## src/sv/upd_pkg.sv

```systemverilog
`default_nettype none
// ----------------------------------------------------------------------------
// upd_pkg
// Shared types, constants and helper functions of the URI percent decoder.
// ----------------------------------------------------------------------------
package upd_pkg;

  localparam int UPD_QDEPTH = 4;
  localparam int UPD_QPTR_W = $clog2(UPD_QDEPTH);
  localparam int UPD_QCNT_W = $clog2(UPD_QDEPTH + 1);

  localparam logic [15:0] PERCENT = 16'h0025;
  localparam logic [15:0] HI_SURR_BASE = 16'hD800;
  localparam logic [15:0] LO_SURR_BASE = 16'hDC00;
  localparam logic [20:0] SUPP_BASE = 21'h10000;

  typedef enum logic [1:0] {
    J_UNIT  = 2'd0,
    J_KEEP  = 2'd1,
    J_CODE  = 2'd2,
    J_ERROR = 2'd3
  } job_kind_t;

  typedef struct packed {
    job_kind_t   kind;
    logic [20:0] data;
    logic        last;
  } job_t;

  function automatic logic is_hex(input logic [15:0] u);
    is_hex = (u >= 16'h0030 && u <= 16'h0039) ||
             (u >= 16'h0041 && u <= 16'h0046) ||
             (u >= 16'h0061 && u <= 16'h0066);
  endfunction

  function automatic logic [3:0] hex_val(input logic [6:0] c);
    hex_val = c[4] ? c[3:0] : (c[3:0] + 4'd9);
  endfunction

  function automatic logic is_reserved(input logic [6:0] c);
    is_reserved = c == 7'h3B || c == 7'h2F || c == 7'h3F || c == 7'h3A ||
                  c == 7'h40 || c == 7'h26 || c == 7'h3D || c == 7'h2B ||
                  c == 7'h24 || c == 7'h2C || c == 7'h23;
  endfunction

endpackage
`default_nettype wire

```

## src/sv/upd_front.sv

```systemverilog
`default_nettype none
// ----------------------------------------------------------------------------
// upd_front
// Escape parser: takes one code unit per cycle while accept is high, tracks escapes and UTF-8
// sequences, and pushes one job per unit that yields results.
// ----------------------------------------------------------------------------
module upd_front (
  input  wire logic          clk,
  input  wire logic          rst_n,
  input  wire logic          cfg_we,
  input  wire logic          cfg_wdata,
  input  wire logic          accept,
  input  wire logic [15:0]   unit,
  input  wire logic          last,
  output upd_pkg::job_t      job,
  output logic               push
);

  typedef enum logic [2:0] {
    PH_NORMAL   = 3'd0,
    PH_ESC_HI   = 3'd1,
    PH_ESC_LO   = 3'd2,
    PH_CONT_PCT = 3'd3,
    PH_CONT_HI  = 3'd4,
    PH_CONT_LO  = 3'd5,
    PH_ERROR    = 3'd6
  } phase_t;

  phase_t      phase_r, phase_nxt;
  logic        keep_r;
  logic [6:0]  held_r, held_nxt;
  logic [2:0]  len_r, len_nxt;
  logic [2:0]  idx_r, idx_nxt;
  logic [7:0]  oct0_r, oct0_nxt;
  logic [7:0]  oct1_r, oct1_nxt;
  logic [7:0]  oct2_r, oct2_nxt;

  logic [7:0]  b;
  logic        hex_ok;
  logic [7:0]  m1, m2;
  logic [20:0] v;
  logic        seq_bad;
  logic [2:0]  idx_inc;

  assign hex_ok  = upd_pkg::is_hex(unit);
  assign b       = {upd_pkg::hex_val(held_r), upd_pkg::hex_val(unit[6:0])};
  assign m1      = (idx_r == 3'd1) ? b : oct1_r;
  assign m2      = (idx_r == 3'd2) ? b : oct2_r;
  assign idx_inc = idx_r + 3'd1;

  always_comb begin
    v       = '0;
    seq_bad = 1'b0;
    if (len_r == 3'd2) begin
      v       = {10'd0, oct0_r[4:0], m1[5:0]};
      seq_bad = (oct0_r == 8'hC0) || (oct0_r == 8'hC1);
    end else if (len_r == 3'd3) begin
      v       = {5'd0, oct0_r[3:0], m1[5:0], m2[5:0]};
      seq_bad = (oct0_r[3:0] == 4'hD && m1[5]) || (oct0_r == 8'hE0 && !m1[5]);
    end else begin
      v       = {oct0_r[2:0], m1[5:0], m2[5:0], b[5:0]};
      seq_bad = (oct0_r == 8'hF0) && (m1[5:4] == 2'b00);
    end
  end

  always_comb begin
    phase_nxt = phase_r;
    held_nxt  = held_r;
    len_nxt   = len_r;
    idx_nxt   = idx_r;
    oct0_nxt  = oct0_r;
    oct1_nxt  = oct1_r;
    oct2_nxt  = oct2_r;
    push      = 1'b0;
    job       = '0;
    if (accept) begin
      unique case (phase_r)
        PH_NORMAL: begin
          if (unit != upd_pkg::PERCENT) begin
            push     = 1'b1;
            job.kind = upd_pkg::J_UNIT;
            job.data = {5'd0, unit};
          end else begin
            phase_nxt = PH_ESC_HI;
          end
        end
        PH_ESC_HI, PH_CONT_HI: begin
          if (hex_ok) begin
            held_nxt  = unit[6:0];
            phase_nxt = (phase_r == PH_ESC_HI) ? PH_ESC_LO : PH_CONT_LO;
          end else begin
            phase_nxt = PH_ERROR;
          end
        end
        PH_ESC_LO: begin
          if (!hex_ok) begin
            phase_nxt = PH_ERROR;
          end else if (!b[7]) begin
            push      = 1'b1;
            phase_nxt = PH_NORMAL;
            if (keep_r && upd_pkg::is_reserved(b[6:0])) begin
              job.kind = upd_pkg::J_KEEP;
              job.data = {7'd0, held_r, unit[6:0]};
            end else begin
              job.kind = upd_pkg::J_UNIT;
              job.data = {13'd0, b};
            end
          end else if (b[7:5] == 3'b110 || b[7:4] == 4'b1110 || b[7:3] == 5'b11110) begin
            len_nxt   = (b[7:5] == 3'b110) ? 3'd2 : ((b[7:4] == 4'b1110) ? 3'd3 : 3'd4);
            oct0_nxt  = b;
            idx_nxt   = 3'd1;
            phase_nxt = PH_CONT_PCT;
          end else begin
            phase_nxt = PH_ERROR;
          end
        end
        PH_CONT_PCT: begin
          phase_nxt = (unit == upd_pkg::PERCENT) ? PH_CONT_HI : PH_ERROR;
        end
        PH_CONT_LO: begin
          if (!hex_ok || b[7:6] != 2'b10) begin
            phase_nxt = PH_ERROR;
          end else begin
            if (idx_r == 3'd1) oct1_nxt = b;
            if (idx_r == 3'd2) oct2_nxt = b;
            idx_nxt = idx_inc;
            if (idx_inc < len_r) begin
              phase_nxt = PH_CONT_PCT;
            end else if (seq_bad) begin
              phase_nxt = PH_ERROR;
            end else begin
              push      = 1'b1;
              job.kind  = upd_pkg::J_CODE;
              job.data  = v;
              phase_nxt = PH_NORMAL;
            end
          end
        end
        default: begin
          phase_nxt = PH_ERROR;
        end
      endcase
      if (last) begin
        idx_nxt = 3'd0;
        if (phase_nxt != PH_NORMAL) begin
          push      = 1'b1;
          job.kind  = upd_pkg::J_ERROR;
          job.data  = '0;
          phase_nxt = PH_NORMAL;
        end
      end
      job.last = last;
    end
  end

  always_ff @(posedge clk) begin
    if (!rst_n) begin
      phase_r <= PH_NORMAL;
      keep_r  <= 1'b1;
      held_r  <= '0;
      len_r   <= '0;
      idx_r   <= '0;
    end else begin
      phase_r <= phase_nxt;
      held_r  <= held_nxt;
      len_r   <= len_nxt;
      idx_r   <= idx_nxt;
      if (cfg_we) keep_r <= cfg_wdata;
    end
  end

  always_ff @(posedge clk) begin
    oct0_r <= oct0_nxt;
    oct1_r <= oct1_nxt;
    oct2_r <= oct2_nxt;
  end

endmodule
`default_nettype wire

```

## src/sv/upd_fifo.sv

```systemverilog
`default_nettype none
// ----------------------------------------------------------------------------
// upd_fifo
// Short job queue between the escape parser and the output serializer.
// ----------------------------------------------------------------------------
module upd_fifo (
  input  wire logic          clk,
  input  wire logic          rst_n,
  input  wire logic          push,
  input  wire upd_pkg::job_t push_job,
  input  wire logic          pop,
  output upd_pkg::job_t      head,
  output logic               not_empty,
  output logic               full
);

  upd_pkg::job_t                  mem_r [upd_pkg::UPD_QDEPTH];
  logic [upd_pkg::UPD_QPTR_W-1:0] wr_r, wr_nxt;
  logic [upd_pkg::UPD_QPTR_W-1:0] rd_r, rd_nxt;
  logic [upd_pkg::UPD_QCNT_W-1:0] cnt_r, cnt_nxt;
  logic                           do_push, do_pop;

  assign full      = (cnt_r == upd_pkg::UPD_QCNT_W'(upd_pkg::UPD_QDEPTH));
  assign not_empty = (cnt_r != '0);
  assign do_push   = push && !full;
  assign do_pop    = pop && not_empty;
  assign head      = mem_r[rd_r];

  always_comb begin
    wr_nxt  = do_push ? wr_r + 1'b1 : wr_r;
    rd_nxt  = do_pop ? rd_r + 1'b1 : rd_r;
    cnt_nxt = cnt_r;
    if (do_push && !do_pop) cnt_nxt = cnt_r + 1'b1;
    if (!do_push && do_pop) cnt_nxt = cnt_r - 1'b1;
  end

  always_ff @(posedge clk) begin
    if (!rst_n) begin
      wr_r  <= '0;
      rd_r  <= '0;
      cnt_r <= '0;
    end else begin
      wr_r  <= wr_nxt;
      rd_r  <= rd_nxt;
      cnt_r <= cnt_nxt;
    end
  end

  always_ff @(posedge clk) begin
    if (do_push) mem_r[wr_r] <= push_job;
  end

endmodule
`default_nettype wire

```

## src/sv/upd_back.sv

```systemverilog
`default_nettype none
// ----------------------------------------------------------------------------
// upd_back
// Output serializer: expands each job into one to three code units and
// drives the registered result channel.
// ----------------------------------------------------------------------------
module upd_back (
  input  wire logic          clk,
  input  wire logic          rst_n,
  input  wire upd_pkg::job_t head,
  input  wire logic          head_valid,
  output logic               pop,
  output logic               out_tvalid,
  input  wire logic          out_tready,
  output logic [15:0]        out_tdata,
  output logic               out_tlast,
  output logic               out_tuser
);

  logic [1:0]  sub_r, sub_nxt;
  logic        vld_r, vld_nxt;
  logic [15:0] unit_r;
  logic        eos_r, err_r;
  logic [1:0]  n_m1;
  logic [15:0] sel;
  logic        load, last_piece, pair;
  logic [20:0] w;

  assign w    = head.data - upd_pkg::SUPP_BASE;
  assign pair = (head.data[20:16] != 5'd0);

  always_comb begin
    n_m1 = 2'd0;
    sel  = '0;
    case (head.kind)
      upd_pkg::J_UNIT: begin
        sel = head.data[15:0];
      end
      upd_pkg::J_KEEP: begin
        n_m1 = 2'd2;
        if (sub_r == 2'd0)      sel = upd_pkg::PERCENT;
        else if (sub_r == 2'd1) sel = {9'd0, head.data[13:7]};
        else                    sel = {9'd0, head.data[6:0]};
      end
      upd_pkg::J_CODE: begin
        n_m1 = pair ? 2'd1 : 2'd0;
        if (!pair)              sel = head.data[15:0];
        else if (sub_r == 2'd0) sel = upd_pkg::HI_SURR_BASE | {6'd0, w[19:10]};
        else                    sel = upd_pkg::LO_SURR_BASE | {6'd0, w[9:0]};
      end
      default: begin
        sel = '0;
      end
    endcase
  end

  assign load       = head_valid && (!vld_r || out_tready);
  assign last_piece = (sub_r == n_m1);
  assign pop        = load && last_piece;

  always_comb begin
    sub_nxt = sub_r;
    vld_nxt = vld_r;
    if (load) begin
      vld_nxt = 1'b1;
      sub_nxt = last_piece ? 2'd0 : sub_r + 2'd1;
    end else if (out_tready) begin
      vld_nxt = 1'b0;
    end
  end

  always_ff @(posedge clk) begin
    if (!rst_n) begin
      sub_r <= '0;
      vld_r <= 1'b0;
    end else begin
      sub_r <= sub_nxt;
      vld_r <= vld_nxt;
    end
  end

  always_ff @(posedge clk) begin
    if (load) begin
      unit_r <= sel;
      eos_r  <= head.last && last_piece;
      err_r  <= (head.kind == upd_pkg::J_ERROR);
    end
  end

  assign out_tvalid = vld_r;
  assign out_tdata  = unit_r;
  assign out_tlast  = eos_r;
  assign out_tuser  = err_r;

endmodule
`default_nettype wire

```

## src/sv/uri_percent_decoder_utf8_to_utf16.sv

```systemverilog
`default_nettype none
// Path: an item's first result goes through the job queue write, then the
// output register.
// Throughput: one item per cycle while the job queue is not full; the output side
// sends one result per cycle while out_tready is high, so a kept reserved escape
// (3 results) or a surrogate pair (2 results) holds the output for each of its
// results, buffered by a 4-job queue. Reset: synchronous active-low rst_n; keep_reserved resets to 1.
// ----------------------------------------------------------------------------
// uri_percent_decoder_utf8_to_utf16
// Streams UTF-16 URI code units in and decoded UTF-16 code units out.
// ----------------------------------------------------------------------------
module uri_percent_decoder_utf8_to_utf16 (
  input  wire logic        clk,
  input  wire logic        rst_n,
  input  wire logic        cfg_we,
  input  wire logic        cfg_wdata,    // keep_reserved
  input  wire logic        in_tvalid,
  output logic             in_tready,
  input  wire logic [15:0] in_tdata,     // code_unit
  input  wire logic        in_tlast,     // last
  output logic             out_tvalid,
  input  wire logic        out_tready,
  output logic [15:0]      out_tdata,    // out_unit
  output logic             out_tlast,    // end_of_string
  output logic             out_tuser     // decode_error
);

  upd_pkg::job_t push_job, head;
  logic          push, pop, head_valid, full, accept;

  assign in_tready = !full;
  assign accept    = in_tvalid && in_tready;

  upd_front u_front (
    .clk       (clk),
    .rst_n     (rst_n),
    .cfg_we    (cfg_we),
    .cfg_wdata (cfg_wdata),
    .accept    (accept),
    .unit      (in_tdata),
    .last      (in_tlast),
    .job       (push_job),
    .push      (push)
  );

  upd_fifo u_fifo (
    .clk       (clk),
    .rst_n     (rst_n),
    .push      (push),
    .push_job  (push_job),
    .pop       (pop),
    .head      (head),
    .not_empty (head_valid),
    .full      (full)
  );

  upd_back u_back (
    .clk        (clk),
    .rst_n      (rst_n),
    .head       (head),
    .head_valid (head_valid),
    .pop        (pop),
    .out_tvalid (out_tvalid),
    .out_tready (out_tready),
    .out_tdata  (out_tdata),
    .out_tlast  (out_tlast),
    .out_tuser  (out_tuser)
  );

endmodule
`default_nettype wire
```

## config.mk

```make
export PLATFORM = sky130hd
export DESIGN_NAME = uri_percent_decoder_utf8_to_utf16
export DESIGN_NICKNAME = d
export VERILOG_FILES = /design/src/sv/upd_pkg.sv /design/src/sv/upd_front.sv /design/src/sv/upd_fifo.sv /design/src/sv/upd_back.sv /design/src/sv/uri_percent_decoder_utf8_to_utf16.sv
export SDC_FILE = /design/constraint.sdc
export NUM_CORES = 1
export LEC_CHECK = 0
export BUFFER_PORTS_ARGS = -buffer_cell sky130_fd_sc_hd__buf_4
export CAP_MARGIN = 40
export CORE_UTILIZATION = 53
export DETAILED_ROUTE_END_ITERATION = 8
export GPL_ROUTABILITY_DRIVEN = 0
export PLACE_DENSITY = 0.81
export REMOVE_ABC_BUFFERS = 1
export SLEW_MARGIN = 10
export SYNTH_ARGS = -nofsm -noshare
export SYNTH_HDL_FRONTEND = slang
export SYNTH_SLANG_ARGS = --single-unit
```

## constraint.sdc

```tcl
create_clock -name clk -period 8.5 [get_ports clk]
set_input_delay 1.7 -clock clk [delete_from_list [all_inputs] [get_ports clk]]
set_output_delay 1.7 -clock clk [all_outputs]
set_load 0.01 [all_outputs]
```

Word-level counts from Yosys, hierarchy flattened

Memories as Yosys holds them, arrays and structs flattened. A register that Yosys moved wholly into a read port is not among the register bits.
Cells that the tools add are included.

$add $sub $neg: 9
Multipliers: 0
Divide/modulo/power cells: 0
Magnitude comparators: 7
Eq/ne operators: 41
Shift-type cells: 0
Multiplexer cells: 67
Bitwise gates (word level): 1
Reduce and logical (&&, ||, !) cells: 54

Operators by type and width:

| kind                                                                                 | count |
|---|---|
| 23-bit 2-to-1 mux                                                                    | 6 |
| 7-bit by 6-bit equality test with 1-bit output, second input constant                | 10 |
| 23-bit one-hot mux with 3 select lines                                               | 1 |
| 3-bit 2-to-1 mux                                                                     | 21 |
| 16-bit 2-to-1 mux                                                                    | 3 |
| 16-bit one-hot mux with 3 select lines                                               | 1 |
| 22-bit 2-to-1 mux                                                                    | 2 |
| 21-bit 2-to-1 mux                                                                    | 2 |
| 7-bit equality test, second input constant                                           | 5 |
| 16-bit by 7-bit greater-or-equal comparator with 1-bit output, second input constant | 2 |
| 16-bit by 7-bit <= comparator with 1-bit output, second input constant               | 2 |
| 24-bit 2-to-1 mux                                                                    | 1 |
| 20-bit by 17-bit subtractor with 20-bit output, second input constant                | 1 |
| 1-bit logical OR                                                                     | 18 |
| 16-bit by 6-bit equality test with 1-bit output, second input constant               | 1 |
| 16-bit by 6-bit greater-or-equal comparator with 1-bit output, second input constant | 1 |
| 16-bit by 6-bit <= comparator with 1-bit output, second input constant               | 1 |
| 1-bit 2-to-1 mux                                                                     | 16 |
| 16-bit by 6-bit != test with 1-bit output, second input constant                     | 1 |
| 3-bit by 2-bit equality test with 1-bit output, second input constant                | 5 |
| 1-bit logical AND                                                                    | 15 |
| 3-bit one-hot mux with 5 select lines                                                | 1 |
| 3-bit equality test, second input constant                                           | 4 |
| 6-bit 2-to-1 mux                                                                     | 2 |
| 32 further kinds                                                                     | 57 |

Bits in registers: 64
Bits in latches: 0
RAM bits: 96
Bits in read-only memories: 0
Word-level logic and storage cells: 196
Memories: 1

Memory list:

| memory       | depth | width | rd ports | clocked after memory_dff | wr ports | line           | text |
|---|---|---|---|---|---|---|---|
| u_fifo.mem_r | 4     | 24    | 1        | 1                        | 1        | upd_fifo.sv:17 | `upd_pkg::job_t mem_r [upd_pkg::UPD_QDEPTH];` |

Logic depth before layout (Yosys ltp)

Gate-level depths: netlist (run 1).

Depth in word-level cells: 21
Mapped depth: 18

Cells and area by module

From an unflattened synthesis (run 1), not the netlist that was laid out.

Cell total of the unflattened synthesis: 696
Area, all modules: 8546.9 um^2

By module, submodules not included:

| module                            | times used | cells an instance | area an instance (um^2) | sequential area each (um^2) |
|---|---|---|---|---|
| upd_fifo                          | 1          | 178               | 4001.3                  | 3062.9 |
| upd_front                         | 1          | 395               | 3285.7                  | 910.9 |
| upd_back                          | 1          | 121               | 1249.9                  | 600.6 |
| uri_percent_decoder_utf8_to_utf16 | 1          | 2                 | 10.0                    | 0.0 |

Least setup slack after synthesis (run 1)

Ideal clock, no wire load.

Path kind: input-to-reg
Start: input in_tdata[0]
End: register u_fifo.cnt_r[2] in the netlist's numbering
Arrival: 4704 ps
Path slack: 3721 ps
Cell stages on the path: 18
Cells stage by stage: buf_2 > inv_1 > ha_1 > nand2b_1 > a21oi_1 > or4_4 > buf_6 > nor4_1 > o211ai_1 > and3b_2 > a41o_4 > inv_2 > ha_1 > inv_1 > fa_1 > xor2_1 > or3_1 > a21boi_0

Longest elaborated chain between the ends: 17
Elaborated cells between the ends (all ways): 42
Classes of those cells: add/sub (1); order compare (6); eq/ne (3); mux (18); reduce/logical (14)

RTL lines:

| item                                                           | line                                    | text |
|---|---|---|
| from (decl)                                                    | uri_percent_decoder_utf8_to_utf16.sv:19 | `input wire logic [15:0] in_tdata,` |
| 4-bit adder (tied with other cells)                            | upd_pkg.sv:37                           | `hex_val = c[4] ? c[3:0] : (c[3:0] + 4'd9);` |
| 4-bit 2-to-1 mux (tied with other cells)                       | upd_pkg.sv:37                           |  |
| 5-bit equality test / 1-bit logical OR (equally long branches) | upd_front.sv:108, upd_pkg.sv:31         |  |
| 1-bit logical OR, on equally long branches                     | upd_front.sv:108, upd_pkg.sv:32         |  |
| 3-bit 2-to-1 mux / 1-bit zero test (equally long branches)     | -                                       |  |
| 3-bit 2-to-1 mux / 1-bit logical OR (equally long branches)    | upd_front.sv:98, upd_front.sv:121       |  |
| 3-bit 2-to-1 mux, on equally long branches                     | upd_front.sv:96, upd_front.sv:121       |  |
| 3-bit one-hot mux with 5 select lines                          | upd_front.sv:77                         | `unique case (phase_r)` |
| 3-bit 2-to-1 mux                                               | upd_front.sv:76                         | `if (accept) begin` |
| 3-bit nonzero test                                             | upd_front.sv:145                        | `if (phase_nxt != PH_NORMAL) begin` |
| 1-bit 2-to-1 mux                                               | upd_front.sv:145                        |  |
| 1-bit 2-to-1 mux (*)                                           | upd_front.sv:143                        | `if (last) begin` |
| 1-bit 2-to-1 mux (*)                                           | upd_front.sv:76                         |  |
| 1-bit logical AND (*)                                          | upd_fifo.sv:25                          | `assign do_push = push && !full;` |
| 1-bit zero test                                                | upd_fifo.sv:34                          | `if (!do_push && do_pop) cnt_nxt = cnt_r - 1'b1;` |
| 1-bit logical AND                                              | upd_fifo.sv:34                          |  |
| 3-bit 2-to-1 mux / 2-bit nonzero test (equally long branches)  | -                                       |  |
| to (signal assigned)                                           | upd_fifo.sv:45                          | `cnt_r <= cnt_nxt;` |
| to (decl)                                                      | upd_fifo.sv:20                          | `logic [upd_pkg::UPD_QCNT_W-1:0] cnt_r, cnt_nxt;` |

Every way passes the cells marked *; elsewhere a longest branch is shown, timed or not. The select of a mux whose other input is x is not followed.
A chain may end at the register's enable or synchronous reset.

Worst setup path in the final report (run 1)

Start: input in_tdata[15]
End: register u_fifo.cnt_r[2] in the netlist's numbering

Longest elaborated chain between the ends: 17
Elaborated cells between the ends (all ways): 36
Classes of those cells: order compare (6); eq/ne (2); mux (15); reduce/logical (13)

RTL lines:

| item                                                                                  | line                         | text |
|---|---|---|
| 16-bit by 6-bit greater-or-equal comparator with 1-bit output (tied with other cells) | upd_pkg.sv:31                | `is_hex = (u >= 16'h0030 && u <= 16'h0039) \|\|` |
| 1-bit logical AND, on equally long branches                                           | upd_pkg.sv:31, upd_pkg.sv:32 |  |
| 1-bit logical OR                                                                      | upd_pkg.sv:31                |  |
| 1-bit logical OR                                                                      | upd_pkg.sv:32                | `(u >= 16'h0041 && u <= 16'h0046) \|\|` |
| 1-bit zero test                                                                       | -                            |  |
| 1-bit logical OR                                                                      | upd_front.sv:121             | `if (!hex_ok \|\| b[7:6] != 2'b10) begin` |
| 3-bit 2-to-1 mux                                                                      | upd_front.sv:121             |  |
| 3-bit one-hot mux with 5 select lines                                                 | upd_front.sv:77              |  |
| 3-bit 2-to-1 mux                                                                      | upd_front.sv:76              |  |
| 3-bit nonzero test                                                                    | upd_front.sv:145             |  |
| 1-bit 2-to-1 mux                                                                      | upd_front.sv:145             |  |
| 1-bit 2-to-1 mux (*)                                                                  | upd_front.sv:143             |  |
| 1-bit 2-to-1 mux (*)                                                                  | upd_front.sv:76              |  |
| 1-bit logical AND (*)                                                                 | upd_fifo.sv:25               |  |
| 1-bit zero test                                                                       | upd_fifo.sv:34               |  |
| 1-bit logical AND                                                                     | upd_fifo.sv:34               |  |
| 3-bit 2-to-1 mux / 2-bit nonzero test (equally long branches)                         | -                            |  |

Marks and branches as above.

==> impl_metrics.env, run 1 <==
export IMPL_cp_required_ns=8.85
export IMPL_antenna_found_initial=0
export IMPL_synth_mux_area_frac=0.105
export IMPL_num_fill_cells=1143
export IMPL_cts_tree="built"
export IMPL_first_pass_iters=5
export IMPL_drive_gt1_frac=0.188
export IMPL_track_usage=0.239
export IMPL_rsz0062_at_grt="no"
export IMPL_maxSlewHeadroom=0.403
export IMPL_num_io_pins=43
export IMPL_grt_overflow=0
export IMPL_status="completed"
export IMPL_fmax_ghz=0.202
export IMPL_synth_edff_count=133
export IMPL_start_util=0.541
export IMPL_path_clk_slew_ns=0.06
export IMPL_core_area_um2=15100
export IMPL_post_synth_top_area_cell="edfxtp_1"
export IMPL_grt_pass1_wl_um=29000
export IMPL_multiInputGateArea_um2=3340
export IMPL_die_h_um=126
export IMPL_hold_viol=0
export IMPL_n_antenna_cell=0
export IMPL_tns_ns=0
export IMPL_final_cell_mix="133 x edfxtp_1, 57 x nand2_1, 49 x nor2_1, 47 x buf_4, 31 x inv_1"
export IMPL_finClkSkew_ns=0.0101
export IMPL_synthSimpleGateAreaFrac=0.144
export IMPL_synth_top_area_share=0.488
export IMPL_vias=5674
export IMPL_grt_max_degree=31
export IMPL_dp_hpwl_um=13000
export IMPL_final_util=0.609
export IMPL_finalCritPeriodShare=0.582
export IMPL_syn_inst=668
export IMPL_placed_cell_area_um2=8690
export IMPL_design_area_um2=9220
export IMPL_hold_buffers=0
export IMPL_netlist_top_cells_area="edfxtp_1 49%, dfxtp_1 7.1%, mux4_2 6.6%"
export IMPL_route_detailed_drc=0
export IMPL_p_leak_nw=3.24
export IMPL_worstMarginPinSlew_ns=0.889
export IMPL_endpoint_kind="flop"
export IMPL_avgSynthCellArea_um2=12.3
export IMPL_synth_fa_ha_area_frac=0.0315
export IMPL_die_w_um=126
export IMPL_viasPerCell=6.29
export IMPL_cellPowerDensity_nw_per_um2=262
export IMPL_first_global_vias=5568
export IMPL_p_total_w=0.00242
export IMPL_cap_violations=0
export IMPL_ys_flop_type="edfxtp_1"
export IMPL_clockBufferDepth=2
export IMPL_cts_num_sinks=162
export IMPL_yosysWarnings=0
export IMPL_final_common_cell="edfxtp_1"
export IMPL_crit_path_max_fanout=10
export IMPL_arrival_ns=5.29
export IMPL_layout_nets=745
export IMPL_avgRoutedWirePerCell_um=20.2
export IMPL_postRouteWirelength_um=18200
export IMPL_min_period_ns=4.94
export IMPL_portBuffers=42
export IMPL_tritoncts_num_buffers=17
export IMPL_timing_hold_ws_ns=0.488
export IMPL_netlist_area_um2=8190
export IMPL_drtIter0Drc=524
export IMPL_register_area_um2=4570
export IMPL_post_cts_buffers=0
export IMPL_rows=45
export IMPL_start_kind="input pin"
export IMPL_synth_seq_cells=162
export IMPL_clk_latency_ns=0.43
export IMPL_ys_seq_area_frac=0.559
export IMPL_netlist_cell_type_count=72
export IMPL_hp_class="flop to flop"
export IMPL_area_growth_pct=12.6
export IMPL_crit_type="input pin to flop"
export IMPL_synth_compound_area_frac=0.110
export IMPL_synth_top_family_by_area="simple AND/OR/NAND/NOR gates"
export IMPL_die_area_um2=16000
export IMPL_setup_violations=0
export IMPL_synth_xor_area_frac=0.0150
export IMPL_clk_root_buffer_cell="clkbuf_16"
export IMPL_cts_repair_resized=0
export IMPL_vdd_drop_max_mv=0.154
export IMPL_htreeDepth=4
export IMPL_ant_nets=0
export IMPL_drv_slew=0
export IMPL_synthArstFlopShare=0
-- path summary, 6_finish.rpt --
check | end | depth (start not counted) | start | slack [ns]
worst min-delay path | u_back.out_tvalid | 2 | u_back.out_tvalid | 0.49
worst max register to register | u_fifo.cnt_r[2] | 15 | flop | 4.03
worst min register to register | u_back.out_tvalid | 2 | u_back.out_tvalid | 0.49
worst max-delay path | u_fifo.cnt_r[2] | 15 | in_tdata[15] | 3.56
-- layer usage --
layer	wire [µm]	track usage	vias to the layer above	part of all wire
met5	0	0	-	0
li1	-	-	2590	-
met2	9090	0.403	277	0.50
met1	7220	0.290	2758	0.40
met4	648	0.122	0	0.036
met3	1250	0.0544	49	0.069
-- cell families after synthesis --
group / count (synthesis)
and+or+nand+nor: 220
DFF: 162
AOI/OAI and AO/OA: 127
buffers and inverters: 70
muxes: 55
adders and majority gates: 20
xor gates and xnor gates: 14
-- stage by stage --
step	setup WS (ns)	std cells
finish	3.56	902
detailed placement	3.16	871
CTS	3.59	902
global route	3.39	902
global placement	3.10	867
floorplan	3.80	632
-- where the power goes --
part	switching (W)	internal [W]	leakage, nW
sequential	0.0000413	0.00104	1.49
clock	0.000322	0.000377	0.250
combinational	0.000369	0.000265	1.50
-- cell type report --
cell class	instances	share of cell area
sequential	162	0.496
multi-input combinational	436	0.362
clock buffer	18	0.0466
timing repair buffer	51	0.0448
tap	188	0.0255
inverter	34	0.0138
clock inverter	13	0.0111
-- cell usage after synthesis, types with 3 or more instances --
cell      instances
a211oi_1         11
a21boi_0          5
a21boi_1          3
a21o_1            6
a21oi_1          20
a221oi_1          9
a22oi_1           7
a311oi_1          3
a31oi_1           4
and2_1           15
and3_1            6
buf_1             3
buf_2            10
clkbuf_1         20
dfxtp_1          29
edfxtp_1        133
ha_1             19
inv_1            31
inv_2             3
mux2_2            6
mux2i_1          25
mux4_2           24
nand2_1          57
nand2b_1         11
nand3_1           8
nand3b_1          3
nand4_1           3
nor2_1           49
nor2b_1          15
nor3_1           15
nor3_2           12
nor4_1            7
o21a_1            4
o21ai_0          27
or3_1             4
xnor2_1           7
xor2_1            7
-- critical path: stages --
cell	delay, ns
buf_4	0.11
nor3_1	0.41
nand3_1	0.23
or4_4	0.68
nor4_1	0.31
o211ai_1	0.17
and3b_2	0.32
a41o_4	0.27
inv_2	0.04
ha_1	0.20
inv_1	0.08
fa_1	0.19
xor2_1	0.09
or3_1	0.30
a21boi_0	0.17
-- registers in the layout (all words and copies together), names as in the netlist, named ones only --
name and flops:
u_front.held_r 7, u_fifo.mem_r 96, u_back.sub_r 2, u_front.oct0_r 7, u_fifo.cnt_r 3, u_front.keep_r 1
u_front.len_r 3, u_fifo.wr_r 2, u_back.out_tuser 1, u_front.phase_r 3, u_front.oct2_r 6, u_back.out_tdata 16
u_fifo.rd_r 2, u_back.out_tlast 1, u_back.out_tvalid 1, u_front.idx_r 3, u_front.oct1_r 6
No activity file was read; power rests on OpenSTA's default activity.
==> inputs of run 2 (changes only) <==
Settings changed: ABC_AREA set to 1, PLACE_DENSITY 0.81 to 0.83.
Clock period 8.5 ns to 4.2 ns, I/O delays scaled along.
==> run 2 against run 1 <==
  * Sequential power rose by 100%
  * Total power rose by 130%
  * Hold slack worse by 0.00098 ns
  * Via count up 25%
  * Largest cell class unchanged
  * Combinational power grew to 2.8 times the previous value
  * Highest routed layer unchanged
==> impl_metrics.env, run 2 <==
export IMPL_ant_nets=0
export IMPL_finClkSkew_ns=0.00900
export IMPL_p_leak_nw=3.93
export IMPL_tritoncts_num_buffers=17
export IMPL_grt_overflow=0
export IMPL_crit_path_max_fanout=21
export IMPL_vdd_drop_max_mv=0.318
export IMPL_layout_nets=1050
export IMPL_endpoint_kind="flop"
export IMPL_synth_compound_area_frac=0.125
export IMPL_dp_hpwl_um=14600
export IMPL_grt_max_degree=38
export IMPL_largest_register_ffs=96
export IMPL_synth_fa_ha_area_frac=0.0307
export IMPL_ys_flop_type="edfxtp_1"
export IMPL_syn_inst=954
export IMPL_first_pass_iters=8
export IMPL_core_area_um2=15300
export IMPL_clockBufferDepth=2
export IMPL_setup_violations=0
export IMPL_avgRoutedWirePerCell_um=16.7
export IMPL_post_cts_buffers=0
export IMPL_postRouteWirelength_um=20500
export IMPL_cpLargestDelayFamily="compound AO/OA/AOI/OAI gates"
export IMPL_die_w_um=128
export IMPL_synth_edff_count=133
export IMPL_yosysWarnings=0
export IMPL_htreeDepth=4
export IMPL_hold_buffers=0
export IMPL_rsz0062_at_grt="no"
export IMPL_crit_type="flop to flop"
export IMPL_synth_top_family_by_area="simple AND/OR/NAND/NOR gates"
export IMPL_start_kind="flop"
export IMPL_final_cell_mix="216 x nand2_1, 133 x edfxtp_1, 114 x nor2_1, 111 x inv_1, 75 x o21ai_0"
export IMPL_first_global_vias=6715
export IMPL_die_h_um=128
export IMPL_top_register="u_fifo.mem_r"
export IMPL_viasPerCell=5.75
export IMPL_ys_seq_area_frac=0.545
export IMPL_netlist_cell_type_count=44
export IMPL_avgSynthCellArea_um2=8.79
export IMPL_drv_slew=0
export IMPL_cpPeakStageDelay_ns=0.48
export IMPL_min_period_ns=3.51
export IMPL_post_synth_top_area_cell="edfxtp_1"
export IMPL_clk_root_buffer_cell="clkbuf_16"
export IMPL_start_util=0.548
export IMPL_rows=45
export IMPL_synthSimpleGateAreaFrac=0.227
export IMPL_netlist_area_um2=8390
export IMPL_drtIter0Drc=803
export IMPL_yosys_top_cells_count="216 x nand2_1, 133 x edfxtp_1, 118 x nor2_1, 111 x inv_1, 75 x o21ai_0"
export IMPL_die_area_um2=16300
export IMPL_path_cells="inv_1 > o21ai_0 > o22a_1 > ha_1 > nand3_2 > nand2_1 > nand2_1 > nand3_2 > nor2_2 > ha_1 > inv_1 > fa_1 > a21oi_1 > o21ai_0 > o21ai_0 > a21oi_1"
export IMPL_hold_viol=0
export IMPL_clk_latency_ns=0.43
export IMPL_antenna_found_initial=0
export IMPL_vias=7080
export IMPL_cap_violations=0
export IMPL_setup_ws_ns=0.687
export IMPL_synth_mux_area_frac=0
export IMPL_route_detailed_drc=0
export IMPL_maxSlewHeadroom=0.366
export IMPL_tns_ns=0
export IMPL_cts_num_sinks=162
export IMPL_hp_class="flop to flop"
export IMPL_status="completed"
export IMPL_fmax_ghz=0.285
export IMPL_dpl_worst_slack_ns=0.558
export IMPL_design_area_um2=9610
export IMPL_grt_pass1_wl_um=33000
export IMPL_placed_cell_area_um2=8990
export IMPL_area_growth_pct=14.5
export IMPL_crit_buf_inv=2
export IMPL_arrival_ns=3.82
export IMPL_synthArstFlopShare=0
export IMPL_cts_repair_resized=0
export IMPL_num_io_pins=43
export IMPL_cts_tree="built"
export IMPL_worst_path_most_repeated_cell="o21ai_0"
export IMPL_path_clk_slew_ns=0.06
export IMPL_synth_xor_area_frac=0.00522
export IMPL_final_common_cell="nand2_1"
export IMPL_drive_gt1_frac=0.123
export IMPL_synth_most_common_cell="nand2_1"
export IMPL_cp_slowest_cell="inv_1"
export IMPL_portBuffers=42
export IMPL_finalCritPeriodShare=0.836
export IMPL_synth_top_area_share=0.476
export IMPL_netlist_top_cells_area="edfxtp_1 48%, nand2_1 9.7%, dfxtp_1 6.9%"
export IMPL_track_usage=0.266
export IMPL_synth_seq_cells=162
export IMPL_worstMarginPinSlew_ns=0.944
export IMPL_num_fill_cells=1227
export IMPL_final_util=0.627
export IMPL_cellPowerDensity_nw_per_um2=578
export IMPL_n_antenna_cell=0
export IMPL_cp_required_ns=4.51
-- run 2: report_power, final --
group	switching, W	total (W)	internal [W]
clock	0.000640	0.00157	0.000932
sequential	0.0000771	0.00218	0.00211
combinational	0.00120	0.00180	0.000598
total	0.00192	0.00556	0.00364
-- run 2: metal layers --
layer	track usage	vias to the layer above	share of wire
met5	0	-	0
met4	0.139	0	0.043
met3	0.0572	95	0.10
met2	0.438	429	0.47
met1	0.330	3220	0.38
li1	-	3336	-
-- run 2: cell families after synthesis --
| family | count (synthesis) |
|---|---|
| AOI/OAI and AO/OA | 185 |
| xor gates and xnor gates | 5 |
| adders and majority gates | 20 |
| buffers and inverters | 142 |
| DFF | 162 |
| and+or+nand+nor | 440 |
-- run 2: stage by stage --
step                hold slack (ns)  total power [W]  instances
floorplan                     0.453          0.00335        929
global placement              0.465          0.00391       1199
detailed placement            0.472          0.00396       1199
CTS                           0.482          0.00554       1231
global route                  0.511          0.00583       1231
finish                        0.487          0.00556       1231
-- run 2: final timing paths --
check	from	slack, ns	cells after the start	to
worst min-delay path	u_front.len_r[1]	0.49	2	u_front.len_r[1]
worst max-delay path	flop	0.69	16	u_fifo.cnt_r[2]
worst max register to register	flop	0.69	16	u_fifo.cnt_r[2]
worst min register to register	u_front.len_r[1]	0.49	2	u_front.len_r[1]
-- run 2: worst register-to-register path, cell delays in order, from the launching register on --
cell	delay [ns]
dfxtp_1	0.31
inv_1	0.48
o21ai_0	0.18
o22a_1	0.27
ha_1	0.23
nand3_2	0.14
nand2_1	0.15
nand2_1	0.13
nand3_2	0.13
nor2_2	0.24
ha_1	0.18
inv_1	0.07
fa_1	0.43
a21oi_1	0.14
o21ai_0	0.11
o21ai_0	0.15
a21oi_1	0.05
-- run 2: final cells by class --
class                   instances  area, µm²  area share
clock buffers                  21        503      0.0523
flip-flops and latches        162       4570       0.476
repair buffers                 59        443      0.0461
inverters                     117        444      0.0462
well taps                     211        264      0.0275
clock inverters                11        111      0.0116
multi-input cells             650       3270       0.340
